<file path="config.mk">
export PLATFORM = sky130hd
export DESIGN_NAME = lpks_queue
export DESIGN_NICKNAME = d
export VERILOG_FILES = /design/src/design/linear_probe_key_set_core_macros.svh /design/src/design/lpks_queue.sv
export SDC_FILE = /design/constraint.sdc
export NUM_CORES = 1
export LEC_CHECK = 0
export ABC_AREA = 1
export BUFFER_PORTS_ARGS = -buffer_cell sky130_fd_sc_hd__buf_2
export CAP_MARGIN = 5
export CORE_ASPECT_RATIO = 1.5
export CORE_UTILIZATION = 38
export CTS_CLUSTER_DIAMETER = 60
export DETAILED_ROUTE_END_ITERATION = 8
export PLACE_DENSITY = 0.66
export SETUP_SLACK_MARGIN = 0.3
export SLEW_MARGIN = 5
export SYNTH_ARGS = -nofsm -noshare
export SYNTH_HDL_FRONTEND = slang
export SYNTH_SLANG_ARGS = --single-unit
</file>
<file path="constraint.sdc">
create_clock -name clk -period 1.5 [get_ports clk]
set_clock_uncertainty 0.1 [all_clocks]
set_input_delay 0.3 -clock clk [delete_from_list [all_inputs] [get_ports clk]]
set_output_delay 0.3 -clock clk [all_outputs]
set_load 0.005 [all_outputs]
</file>
<file path="src/design/linear_probe_key_set_core_macros.svh">
// ----------------------------------------------------------------------------
// Linear probe key set assertion macros
// Shared concurrent assertion forms used by the key set core.
// ----------------------------------------------------------------------------
`ifndef LINEAR_PROBE_KEY_SET_CORE_MACROS_SVH
`define LINEAR_PROBE_KEY_SET_CORE_MACROS_SVH

// Same-cycle implication, disabled during reset.
`define LPKS_ASSERT_IMPL(label, clk, rst, ante, cons, msg) \
  label: assert property (@(posedge clk) disable iff (rst) (ante) |-> (cons)) \
    else $error(msg);

// Next-cycle implication, disabled during reset.
`define LPKS_ASSERT_NEXT(label, clk, rst, ante, cons, msg) \
  label: assert property (@(posedge clk) disable iff (rst) (ante) |=> (cons)) \
    else $error(msg);

`endif

</file>
<file path="src/design/lpks_queue.sv">
// ----------------------------------------------------------------------------
// Linear probe key set queue
// Two-entry first-in first-out buffer between the front and the back end.
// ----------------------------------------------------------------------------
module lpks_queue #(
  parameter int WIDTH = 8
) (
  input  logic             clk,
  input  logic             rst,
  input  logic             push,
  input  logic [WIDTH-1:0] push_data,
  output logic             full,
  input  logic             pop,
  output logic             valid,
  output logic [WIDTH-1:0] pop_data
);

  localparam int DEPTH = 2;

  logic [WIDTH-1:0] entries [DEPTH];
  logic             wr_ptr;
  logic             rd_ptr;
  logic [1:0]       fill;

  assign full     = (fill == 2'(DEPTH));
  assign valid    = (fill != 2'd0);
  assign pop_data = entries[rd_ptr];

  always_ff @(posedge clk) begin
    if (push) begin
      entries[wr_ptr] <= push_data;
    end
  end

  always_ff @(posedge clk) begin
    if (rst) begin
      wr_ptr <= 1'b0;
      rd_ptr <= 1'b0;
      fill   <= 2'd0;
    end else begin
      if (push) begin
        wr_ptr <= ~wr_ptr;
      end
      if (pop) begin
        rd_ptr <= ~rd_ptr;
      end
      if (push && !pop) begin
        fill <= fill + 2'd1;
      end else if (pop && !push) begin
        fill <= fill - 2'd1;
      end
    end
  end

endmodule

</file>
Word level (Yosys, flattened, before mapping) --
Memory sizes are Yosys's and may differ from the RTL's. A register that Yosys moved wholly into a read port is not among the register bits. Cells that the tools add are included.
Storage, ports and cells: register bits after elaboration 4, RAM bits 16, input bits 12, output and inout bits 10, word-level logic and storage cells 21, memories 1
Cells by class: add/sub/neg operators 2, eq/ne operators 1, mux-type cells 6, bitwise logic cells 2, reductions and logical operators 6
Memories:
- entries | words 2, bits a word 8, read ports 1, clocked after Yosys merged registers in 1, wr ports 1, RTL line lpks_queue.sv:20 | logic [WIDTH-1:0] entries [DEPTH];
Operators by type and width (count):
- two-way mux 1 bit | 4
- two-way mux 2 bit | 2
- nonzero test 2 bit | 2
- adder 2 x 1 -> 2 bit, second input constant | 1
- == test 2 bit, second input constant | 1
- logical AND 1 bit | 2
- logical NOT 1 bit | 2
- inverter 1 bit | 2
- subtractor 2 x 1 -> 2 bit, second input constant | 1

Logic depth before layout (Yosys ltp) --
depth in word-level cells 4, depth in mapped cells 8, depth with buffers taken out 8

Worst setup path after synthesis --
Ideal clock, no wire load.
path kind input to register, start input port push, end memory entries[0][0], enable pin, setup time 0.370 ns, data arrival time 0.689 ns, data required time 1.030 ns, setup slack 0.341 ns, cell stages on the path 2, buffers on the path 0, cells stage by stage inv_1 nor2_1
Between the ends: cells in the longest elaborated chain, start to end 2
RTL lines:
- start: declaration | RTL line lpks_queue.sv:10 | input logic push,
- two-way mux 1 bit | RTL line lpks_queue.sv:30 | if (push) begin
- two-way mux 1 bit (implied by the code) | RTL line lpks_queue.sv:31 | entries[wr_ptr] <= push_data;
- end: declaration | RTL line lpks_queue.sv:20
Every way passes these cells.

==> summary.md <==
| Metric | Value |
|---|---|
| CTS clk-pin slew, worst paths | 120 ps |
| Post-layout min period | 1610 ps |
| Clk buf depth | 2 |
| Main combinational cell family by area after synthesis | multiplexers |
| Vias in the first global route | 521 |
| TritonCTS clock tree | built |
| All-layer global routing usage | 0.126 |
| Simple-gate portion of the synthesized area | 0.0759 |
| Synthesized cell area | 841 um2 |
| Die Ht | 59.6 um |
| Mux cell area share after synthesis | 0.143 |
| Synth Area in XOR/XNOR | 0.0104 |
| Ant. Diodes | 0 |
| Total wire length | 1250 um |
| Failing checks | negative setup slack |
| Switching Share | 0.227 |
| Nature of the critical path endpoint | output port |
| Nets | 101 |
| First-pass GRT wire length | 2030 um |
| Synth Warn # | 0 |
| RSZ-0062 raised after global routing | yes |
| Status | complete, but fails checks |
| Core Area | 0.00205 mm2 |
| Pre-Repair DR Iteration Count | 3 |
| Placed wire-length estimate | 892 um |
| Sequential fraction of design power | 0.585 |
| Yosys reg bits | 21 |
| WL/cell | 11.4 um |
| H-tree levels | 1 |
| Crit-path cells | buf_12, mux2_4, buf_6 |
| Die area | 0.00241 mm2 |
| PnR worst setup slack | -113 ps |
| I/O Buffers | 21 |
| VDD IR-drop max | 0.596 mV |
| Max cap viols | 0 |
| Worst path required time | 1100 ps |
| Startpoint Class | flip-flop |
| Relative slew margins | 0.867 |
| Vias post-DR | 515 |
| Insertion delay to the later sink of the worst-skew pair | 300 ps |
| CTS Buf Count | 3 |
| Final period utilization | 1.08 |
| Internal power | 901 uW |
| Register area share after synthesis | 0.690 |
| Setup violations, final | 8 |
| Share of layout cells above drive strength 1 | 0.529 |
| Comb pwr share | 0.190 |
| I/O pin total | 22 |
| RePlAce Congestion | 0.577 |
| Leak | 0.000488 uW |
| Fin. Hold Viols | 0 |
| Worst-margin pin slew | 199 ps |
| Total grt overflow | 0 |
| CP Data Arrival Time | 1210 ps |
| Total power | 1170 uW |
| Slowest cell on the critical path | dfxtp_2 |
| Final core occ | 0.542 |
| CP max FO | 8 |
| Fmax | 0.620 GHz |
| Pin count of the biggest net entering global routing | 13 |
| Synth Area in Adders | 0.0149 |
| CTS sink cnt | 21 |
| Clock share of power | 0.224 |
| Distinct cells, synth | 16 |
| Die width | 40.4 um |
| Cells after synthesis | 58 |
| Post-CTS Hold Buffers | 0 |
| ANT nets after route | 0 |
| Initial antenna violation count | 0 |
| Std-Cell Rows | 20 |
| Vias per cell | 4.72 |
| PwrDens | 1050 mW/mm2 |
| Slowest stage delay, CP | 360 ps |
| Synth Area in Compound Gates | 0.0119 |
| HP Class | in -> reg |
| Crit path kind | reg -> out |
| Detailed Route Iter0 Violations | 2 |
| Initial Utilization | 0.410 |
| Post-Syn Area per Cell | 14.5 um2 |
| P_sw | 265 uW |
| Root Driver | clkbuf_4 |
| Syn_nets | 71 |
| Remaining DRCs | 0 |
| Filler cells | 187 |
| Syn-to-layout area delta | 32.3% |
| Pins Over Slew Limit | 0 |
-- registers in the layout (all words and copies together) (netlist names), named ones only --
register,flops
entries,16
fill,2
rd_ptr,1
wr_ptr,1
-- power groups by stage --
stage | Sequential (uW) | Combinational, uW | Clock (uW)
6_report | 683 | 222 | 262
2_1_floorplan | 689 | 106 | 0
5_1_grt | 686 | 245 | 297
3_5_place_dp | 694 | 171 | 0
4_1_cts | 683 | 196 | 271
3_3_place_gp | 692 | 167 | 0
-- cell usage in the layout, fill, tap and decap left out --
cell type   count
a21oi_1         1
clkinvlp_4      1
buf_4           1
nor3_1          1
nor2_1          6
o21ai_0         1
dfxtp_1         2
ha_1            1
clkinv_2        1
buf_2          14
nand3_2         1
mux2_4          8
inv_2           2
edfxtp_1       16
buf_6          10
xnor2_1         1
nand2_1         5
dfxtp_2         3
clkbuf_4        3
inv_1           6
buf_12          1
nand4_1         1
nand2_4         1
-- kinds of logic (layout without fill, tap and decap cells) --
kind of cell               Yosys count  count (layout)
DFF                                 21              21
muxes                                8               8
adders and majority gates            1               1
xor gates and xnor gates             1               1
AOI/OAI and AO/OA                    2               2
and+or+nand+nor                     15              15
buffers and inverters               10              39
-- per-layer routing --
layer	vias to the layer above	share of wire	track usage
met4	0	0.0064	0.0857
li1	259	-	-
met5	-	0	0
met1	237	0.38	0.122
met2	17	0.57	0.222
met3	2	0.045	0.0226
-- worst max-delay path, delay by kind of cell (launching register included) --
family   cells  cell delay, ps
mux          1             300
buf+inv      2             240
flops        1             360
-- cell type report --
| type | count | area [um2] | share of cell area |
|---|---|---|---|
| clock buffers | 3 | 22.5 | 0.0202 |
| multi-input cells | 27 | 225 | 0.202 |
| inverters | 9 | 37.5 | 0.0337 |
| clock inverters | 1 | 5.00 | 0.00450 |
| repair buffers | 26 | 210 | 0.189 |
| flip-flops and latches | 21 | 584 | 0.525 |
| well taps | 22 | 27.5 | 0.0247 |
-- timing repair --
item	in CTS	in global routing
buffers inserted	3	0
resized for setup	8	9
endpoints found under the setup margin	10	19
pin swaps	6	3
-- Yosys cell counts --
library cell	instances	area, um2
a21oi_1	1	5.00
buf_6	1	11.3
dfxtp_1	5	100
edfxtp_1	16	480
ha_1	1	12.5
inv_1	8	30.0
inv_2	1	3.75
mux2_4	8	120
nand2_1	5	18.8
nand2_2	1	6.26
nand3_1	1	5.00
nand4_1	1	6.26
nor2_1	6	22.5
nor3_1	1	5.00
o21ai_0	1	5.00
xnor2_1	1	8.76
-- stage by stage --
| step | setup slack, ps | TNS, ps | cell area, um2 | instances | hold slack, ps |
|---|---|---|---|---|---|
| after floorplan | 341 | 0 | 841 | 58 | 272 |
| after global placement | 212 | 0 | 990 | 102 | 389 |
| after detailed placement | 187 | 0 | 990 | 102 | 393 |
| after CTS | -127 | -998 | 1060 | 109 | 73.0 |
| after global routing | -168 | -1310 | 1110 | 109 | 59.5 |
| final | -113 | -892 | 1110 | 109 | 81.0 |
-- final timing paths --
check | start | to | slack, ps | depth (start not counted)
max | flip-flop | pop_data[4] | -110 | 3
min | push_data[3] | entries[0][3]$_DFFE_PP_ | 80 | 1
max reg2reg | fill[0]$_SDFFE_PP0P_ | fill[1]$_SDFFE_PP0P_ | 330 | 9
min reg2reg | wr_ptr$_SDFFE_PP0P_ | wr_ptr$_SDFFE_PP0P_ | 430 | 2
(Power assumes the default switching activity.)
