`config.mk`:
```
export PLATFORM = sky130hd
export DESIGN_NAME = lpks_front
export DESIGN_NICKNAME = d
export VERILOG_FILES = /design/src/design/linear_probe_key_set_core_macros.svh /design/src/design/lpks_pkg.sv /design/src/design/lpks_front.sv
export SDC_FILE = /design/constraint.sdc
export NUM_CORES = 1
export LEC_CHECK = 0
export BUFFER_PORTS_ARGS = -buffer_cell sky130_fd_sc_hd__buf_2
export CORE_MARGIN = 5
export CORE_UTILIZATION = 45
export DETAILED_ROUTE_END_ITERATION = 8
export PLACE_DENSITY = 0.8
export SLEW_MARGIN = 20
export SYNTH_ARGS = -nofsm -noshare
export SYNTH_HDL_FRONTEND = slang
export SYNTH_SLANG_ARGS = --single-unit
```
`constraint.sdc`:
```
create_clock -name clk -period 7 [get_ports clk]
set_input_delay 0.7 -clock clk [delete_from_list [all_inputs] [get_ports clk]]
set_output_delay 0.7 -clock clk [all_outputs]
set_load 0.01 [all_outputs]
```
`src/design/linear_probe_key_set_core_macros.svh`:
```
// ----------------------------------------------------------------------------
// Linear probe key set assertion macros
// Shared concurrent assertion forms used by the key set core.
// ----------------------------------------------------------------------------
`ifndef LINEAR_PROBE_KEY_SET_CORE_MACROS_SVH
`define LINEAR_PROBE_KEY_SET_CORE_MACROS_SVH

// Same-cycle implication, disabled during reset.
`define LPKS_ASSERT_IMPL(label, clk, rst, ante, cons, msg) \
  label: assert property (@(posedge clk) disable iff (rst) (ante) |-> (cons)) \
    else $error(msg);

// Next-cycle implication, disabled during reset.
`define LPKS_ASSERT_NEXT(label, clk, rst, ante, cons, msg) \
  label: assert property (@(posedge clk) disable iff (rst) (ante) |=> (cons)) \
    else $error(msg);

`endif

```
`src/design/lpks_pkg.sv`:
```
// ----------------------------------------------------------------------------
// Linear probe key set package
// Types and fixed constants shared by the key set modules.
// ----------------------------------------------------------------------------
package lpks_pkg;

  localparam int KEY_W       = 64;
  localparam int CFG_W       = 5;
  localparam int COUNT_OUT_W = 17;

  localparam logic [CFG_W-1:0] CAP_LOG2_RESET = 5'd16;
  localparam logic [KEY_W-1:0] EMPTY_KEY      = {KEY_W{1'b1}};

  typedef enum logic {
    OP_INSERT = 1'b0,
    OP_CLEAR  = 1'b1
  } lpks_op_t;

  typedef struct packed {
    logic                   valid;
    logic                   is_new;
    logic                   table_full;
    logic [COUNT_OUT_W-1:0] entry_count;
  } lpks_result_t;

endpackage

```
`src/design/lpks_front.sv`:
```
// ----------------------------------------------------------------------------
// Linear probe key set front end
// Holds the size register, accepts commands and works out the home slot.
// ----------------------------------------------------------------------------
module lpks_front #(
  parameter int MAX_SLOT_BITS = 16
) (
  input  logic                                         clk,
  input  logic                                         rst,
  input  logic                                         cap_log2_we,
  input  logic [lpks_pkg::CFG_W-1:0]                   cap_log2,
  input  logic                                         start,
  output logic                                         busy,
  input  logic                                         cmd,
  input  logic [lpks_pkg::KEY_W-1:0]                   key,
  input  logic                                         init_busy,
  input  logic                                         q_full,
  output logic                                         q_push,
  output lpks_pkg::lpks_op_t                           item_op,
  output logic [lpks_pkg::KEY_W-1:0]                   item_key,
  output logic [MAX_SLOT_BITS-1:0]                     item_home,
  output logic [$clog2(MAX_SLOT_BITS+1)-1:0]           item_eff
);

  import lpks_pkg::*;

  localparam int AW  = MAX_SLOT_BITS;
  localparam int EBW = $clog2(MAX_SLOT_BITS + 1);

  logic [CFG_W-1:0] cap_reg;
  logic             hold_valid;
  logic [EBW-1:0]   eff;
  logic [AW:0]      slots;
  logic [AW-1:0]    mask;
  logic             accept;

  always_comb begin
    if (cap_reg == '0) begin
      eff = EBW'(1);
    end else if (cap_reg > CFG_W'(MAX_SLOT_BITS)) begin
      eff = EBW'(MAX_SLOT_BITS);
    end else begin
      eff = EBW'(cap_reg);
    end
  end

  assign slots  = (AW+1)'(1) << eff;
  assign mask   = AW'(slots - (AW+1)'(1));
  assign busy   = init_busy || (hold_valid && q_full);
  assign accept = start && !busy;
  assign q_push = hold_valid && !q_full;

  always_ff @(posedge clk) begin
    if (rst) begin
      cap_reg <= CAP_LOG2_RESET;
    end else if (cap_log2_we) begin
      cap_reg <= cap_log2;
    end
  end

  always_ff @(posedge clk) begin
    if (rst) begin
      hold_valid <= 1'b0;
    end else if (accept) begin
      hold_valid <= 1'b1;
    end else if (q_push) begin
      hold_valid <= 1'b0;
    end
  end

  always_ff @(posedge clk) begin
    if (accept) begin
      item_op   <= lpks_op_t'(cmd);
      item_key  <= key;
      item_home <= key[AW-1:0] & mask;
      item_eff  <= eff;
    end
  end

endmodule

```
# == Yosys cells after proc, flatten, opt, wreduce, memory -nomap -nowiden ==
# Index checks and enable logic that the tools add are counted.
# word_totals
register_bits,92
input_bits,76
out_inout_bits,88
word_cells,22
# classes
addsub,1
n_lt_le_gt_ge,1
shifts,1
n_mux,4
bitwise,1
reduce_logical,8
# op_table
cell,n
$and 16x16->16,1
$shl 1x5->16 const A,1
$sub 16x1->16 const B,1
$mux 5,2
$gt 5x5->1 const B,1
$logic_not 5->1,1
$logic_and 1x1->1,3
$logic_not 1->1,2
$mux 1,2
$reduce_bool 2->1,1
$logic_or 1x1->1,1

# == Longest topological paths before layout ==
# depth
word_depth,6
ltp_mapped,8
ltp_nobuf,6

# == Least setup slack after synthesis ==
# OpenSTA, ideal clock, no wires.
# synth_path
path_type,input -> register
from,in init_busy
to,reg item_eff[0] (enable)
setup_ns,0.559
t_arrival_ns,5.024
setup_slack_ns,1.417
path_stages,2
path_cell_list,nand2b_1 > a21oi_1
# synth_between
elab_chain_cells,3
# synth_lines
item,line_no,text
from (decl),lpks_front.sv:16,"input logic init_busy,"
$logic_or 1x1->1,lpks_front.sv:49,assign busy = init_busy || (hold_valid && q_full);
$logic_not 1->1,lpks_front.sv:50,assign accept = start && !busy;
$logic_and 1x1->1,lpks_front.sv:50,
named net accept,lpks_front.sv:35,logic accept;
to (signal assigned),lpks_front.sv:76,item_eff <= eff;
to (decl),lpks_front.sv:22,output logic [$clog2(MAX_SLOT_BITS+1)-1:0] item_eff
# The timed path passes the listed nets, and every way through them passes these cells.
# A chain may end at the register's enable or synchronous reset.

# == Worst setup path after layout ==
# layout_path
from,reg cap_reg[4]
to,reg item_home[4] (data pin)
# layout_between
elab_chain_cells,6
word_cells_on_any_way,7
classes_between,add/sub (1); order compare (1); shift (1); mux (2); bitwise (1); reduce/logical (1)
# layout_lines
item,line_no,text
from (decl),lpks_front.sv:30,logic [CFG_W-1:0] cap_reg;
from (signal assigned),lpks_front.sv:57,cap_reg <= cap_log2;
$gt 5x5->1,lpks_front.sv:40,end else if (cap_reg > CFG_W'(MAX_SLOT_BITS)) begin
$mux 5,lpks_front.sv:40,
$mux 5 *,lpks_front.sv:38,if (cap_reg == '0) begin
$shl 1x5->16 *,lpks_front.sv:47,assign slots = (AW+1)'(1) << eff;
$sub 16x1->16 *,lpks_front.sv:48,assign mask = AW'(slots - (AW+1)'(1));
$and 16x16->16 *,lpks_front.sv:75,item_home <= key[AW-1:0] & mask;
to (signal assigned),lpks_front.sv:75,
to (decl),lpks_front.sv:21,"output logic [MAX_SLOT_BITS-1:0] item_home,"
# Every way passes the cells marked *; elsewhere a longest branch is shown, timed or not.

==> Implementation_results.wiki <==
{| class="wikitable"
! Metric !! Value
|-
| Dominant cells by area after synthesis || edfxtp_1 80%, dfxtp_1 3.7%, nor2b_1 1.9%
|-
| TritonCTS Sinks || 92
|-
| Sequential fraction of the synthesis area || 83.7%
|-
| Hold-fix buffers at CTS || 0
|-
| Fill cell instance count of the final layout || 571
|-
| Starting DRC count in detailed routing || 95
|-
| Final routed wirelength across all metal layers || 7720 um
|-
| Die area || 8970 um2
|-
| Peak supply drop || 105 uV
|-
| Endpoint arrival time on the critical path || 2410 ps
|-
| Overall routing resource usage || 16.8%
|-
| Share of the synthesized area in the top cell type || 79.9%
|-
| Main combinational cell family by area after synthesis || simple AND/OR/NAND/NOR gates
|-
| Path class of the lowest-slack min-delay path || in -> reg
|-
| Wire per inst || 17.5 um
|-
| Maximum level of the CTS H-tree || 3
|-
| Placed cell areas || 4130 um2
|-
| Relative slew slack || 30.5%
|-
| Register with the most flip-flops || item_key
|-
| Final layout net count || 418
|-
| Layout Skew || 7.40 ps
|-
| Run status || finished, final reports clean
|-
| Fin. max-slew vios || 0
|-
| Placed cell count || 426
|-
| Multiplexer area fraction after synthesis || 1.59%
|-
| Number of buffers inserted by post-CTS setup repair || 0
|-
| Combinational share of power || 8.2%
|-
| Initial core utilization || 46.8%
|-
| Synth Area per Inst || 18.1 um2
|-
| Chip Height || 94.7 um
|-
| Number of cells in the finished layout apart from fillers || 441
|-
| Global placer's final weighted congestion || 0.703
|-
| Final hold violation count || 0
|-
| First-pass GRT wire length || 10900 um
|-
| Number of warnings issued by yosys || 0
|-
| IO Count || 164
|-
| Number of clock buffers inserted by TritonCTS || 9
|-
| Clock tree from TritonCTS || done
|-
| Antenna fix cells || 0
|-
| Proportion of layout cells with a drive suffix above 1 || 52.8%
|-
| Clock root buffer || clkbuf_8
|-
| CP Data Required Time || 7100 ps
|-
| Chip Width || 94.7 um
|-
| Critical path start-end classification || reg -> reg
|-
| Maximum net fanout on the critical path || 20
|-
| Switching share of power || 22.5%
|-
| Leakage dissipation || 1.80 nW
|-
| I/O Buffers || 163
|-
| Synthesized net count || 255
|-
| Post-synthesis compound-gate area fraction || 5.93%
|-
| Top flop regs || item_key x64, item_home x16
|-
| Worst hold margin || 519 ps
|-
| Startpoint type of the worst setup path || flip-flop
|-
| Peak clock frequency supported by timing || 434 MHz
|-
| Vias per std cell || 4.73
|-
| Number of distinct library cell variants in the gate-level netlist after synthesis || 37
|-
| DRC viols || 0
|-
| Post-DRT Antenna Nets || 0
|-
| Number of standard cells after synthesis || 178
|-
| Xor and xnor area share after synthesis || 0%
|-
| Vias post-DR || 2085
|-
| Synthesized flop and latch total || 92
|-
| Sequential share of power || 59.5%
|-
| Transition at the pin with the smallest max-transition slack || 1040 ps
|-
| Power share of the clock group || 32.2%
|-
| Flip-flop count of the largest register after layout || 64
|-
| Std-Cell Rows || 30
|-
| Remaining global-route overflow || 0
|-
| Setup violators final || 0
|-
| Final worst-path cycle share || 32.9%
|-
| Maximum clock path buffer count || 2
|-
| Clock edge transition at the registers on the reported setup and hold paths || 90 ps
|-
| Setup_tns || 0 ps
|-
| Setup repair after global routing missed its margin || no
|-
| Cell-internal power || 0.837 mW
|-
| Cell taking the most area after synthesis || edfxtp_1
|-
| Max-Cap Viols || 0
|-
| Insertion delay to the later sink of the worst-skew pair || 350 ps
|-
| Number of resized instances in the post-cts repair step || 0
|-
| Pwr per Cell Area || 250 nW/um2
|-
| Std-Cell Core Area || 6910 um2
|-
| Synthesis-to-layout area growth || 34.0%
|-
| Total iterations of the first detailed-routing run || 4
|-
| Antenna violations before repair || 0
|-
| Pin count of the biggest net entering global routing || 87
|-
| Area of all placed cells without fillers || 4330 um2
|-
| Element type at the critical path end || flip-flop
|-
| Power dissipated by switching net loads || 0.244 mW
|-
| HPWL Detailed || 5870 um
|-
| Final critical-path required period || 2310 ps
|-
| Adder-cell share of the synthesized area || 0.387%
|-
| Mapped cell area || 3230 um2
|-
| Via count of the first global-routing pass || 2084
|-
| Share of synthesized cell area in and, or, nand and nor gates || 6.35%
|}
cells in the final DEF (no fill, tap or decap), drive strengths merged, types with 2 or more instances in the layout:
master and n:
a21boi 5, a21oi 3, a31oi 3, and2 3, buf 164, clkbuf 9
clkinvlp 2, dfxtp 6, edfxtp 86, inv 5, mux2i 4, nand2 3
nand2b 2, nor2 10, nor2b 10, nor3 2, nor4 2, o21a 2
o21ai 4
final timing paths:
kind                              to  slack [ps]                    start  cells after the start
min           item_key[32]$_DFFE_PP_         520                  key[32]                      1
max reg2reg   item_home[4]$_DFFE_PP_        4690  cap_reg[4]$_SDFFE_PP1P_                      6
max           item_home[4]$_DFFE_PP_        4690  cap_reg[4]$_SDFFE_PP1P_                      6
min reg2reg  hold_valid$_SDFFE_PP0P_         530  hold_valid$_SDFFE_PP0P_                      2
power by group through the flow:
stage	logic [mW]	clock network (mW)	registers, mW
after floorplan	0.0331	0	0.665
after global placement	0.0875	0	0.654
after detailed placement	0.0903	0	0.656
after CTS	0.0908	0.356	0.643
after global routing	0.0974	0.385	0.646
final	0.0891	0.348	0.643
cells by family after synthesis:
family / Yosys count
AO/OA/AOI/OAI: 27
adder cells (fa/ha/maj): 1
buffers and inverters: 15
flip-flops: 92
multiplexers: 5
other: 1
AND/OR/NAND/NOR: 37
through the flow:
step	power (mW)	utilization [%]	setup WS [ps]
final	1.08	62.7	4690
after global placement	0.742	59.8	4690
after detailed placement	0.746	59.8	4660
after CTS	1.09	62.7	4730
after floorplan	0.698	-	1420
after global routing	1.13	62.7	4500
final cells by class:
type                       count  area, um2  area share, %
clock inverter                 6       71.3           1.65
multi-input combinational     71        475           11.0
clock buffer                   9        124           2.86
inverter                       3       11.3          0.260
sequential                    92       2700           62.4
tap                           96        120           2.78
timing repair buffer         164        823           19.0
layer usage:
layer | vias up | share of wire [%] | global-route usage [%]
met4 | 0 | 1.6 | 7.21
met2 | 103 | 53 | 29.9
met3 | 9 | 11 | 6.06
met1 | 974 | 35 | 18.0
li1 | 999 | - | -
met5 | - | 0 | 0
Yosys cell counts (all sizes together):
library cell	number
edfxtp	86
clkbuf	11
nor2	10
nor2b	10
dfxtp	6
a21boi	5
mux2i	4
o21ai	4
a21oi	3
a31oi	3
and2	3
inv	3
nand2	3
nand2b	2
nor3	2
nor4	2
o21a	2
a211o	1
a21o	1
a32o	1
buf	1
conb	1
ha	1
mux2	1
nand3b	1
nand4	1
nand4b	1
o2111ai	1
o211a	1
o211ai	1
o21bai	1
o311ai	1
o31a	1
o31ai	1
or3	1
or4	1
critical path, cell delays in order, from the launching register on:
cell and delay [ps]:
dfxtp_1 730, nor2_1 180, nand2_1 110, ha_1 440, nor4_1 110, mux2_2 290, a32o_1 200
Note: power is estimated with default switching activity, not from simulation.
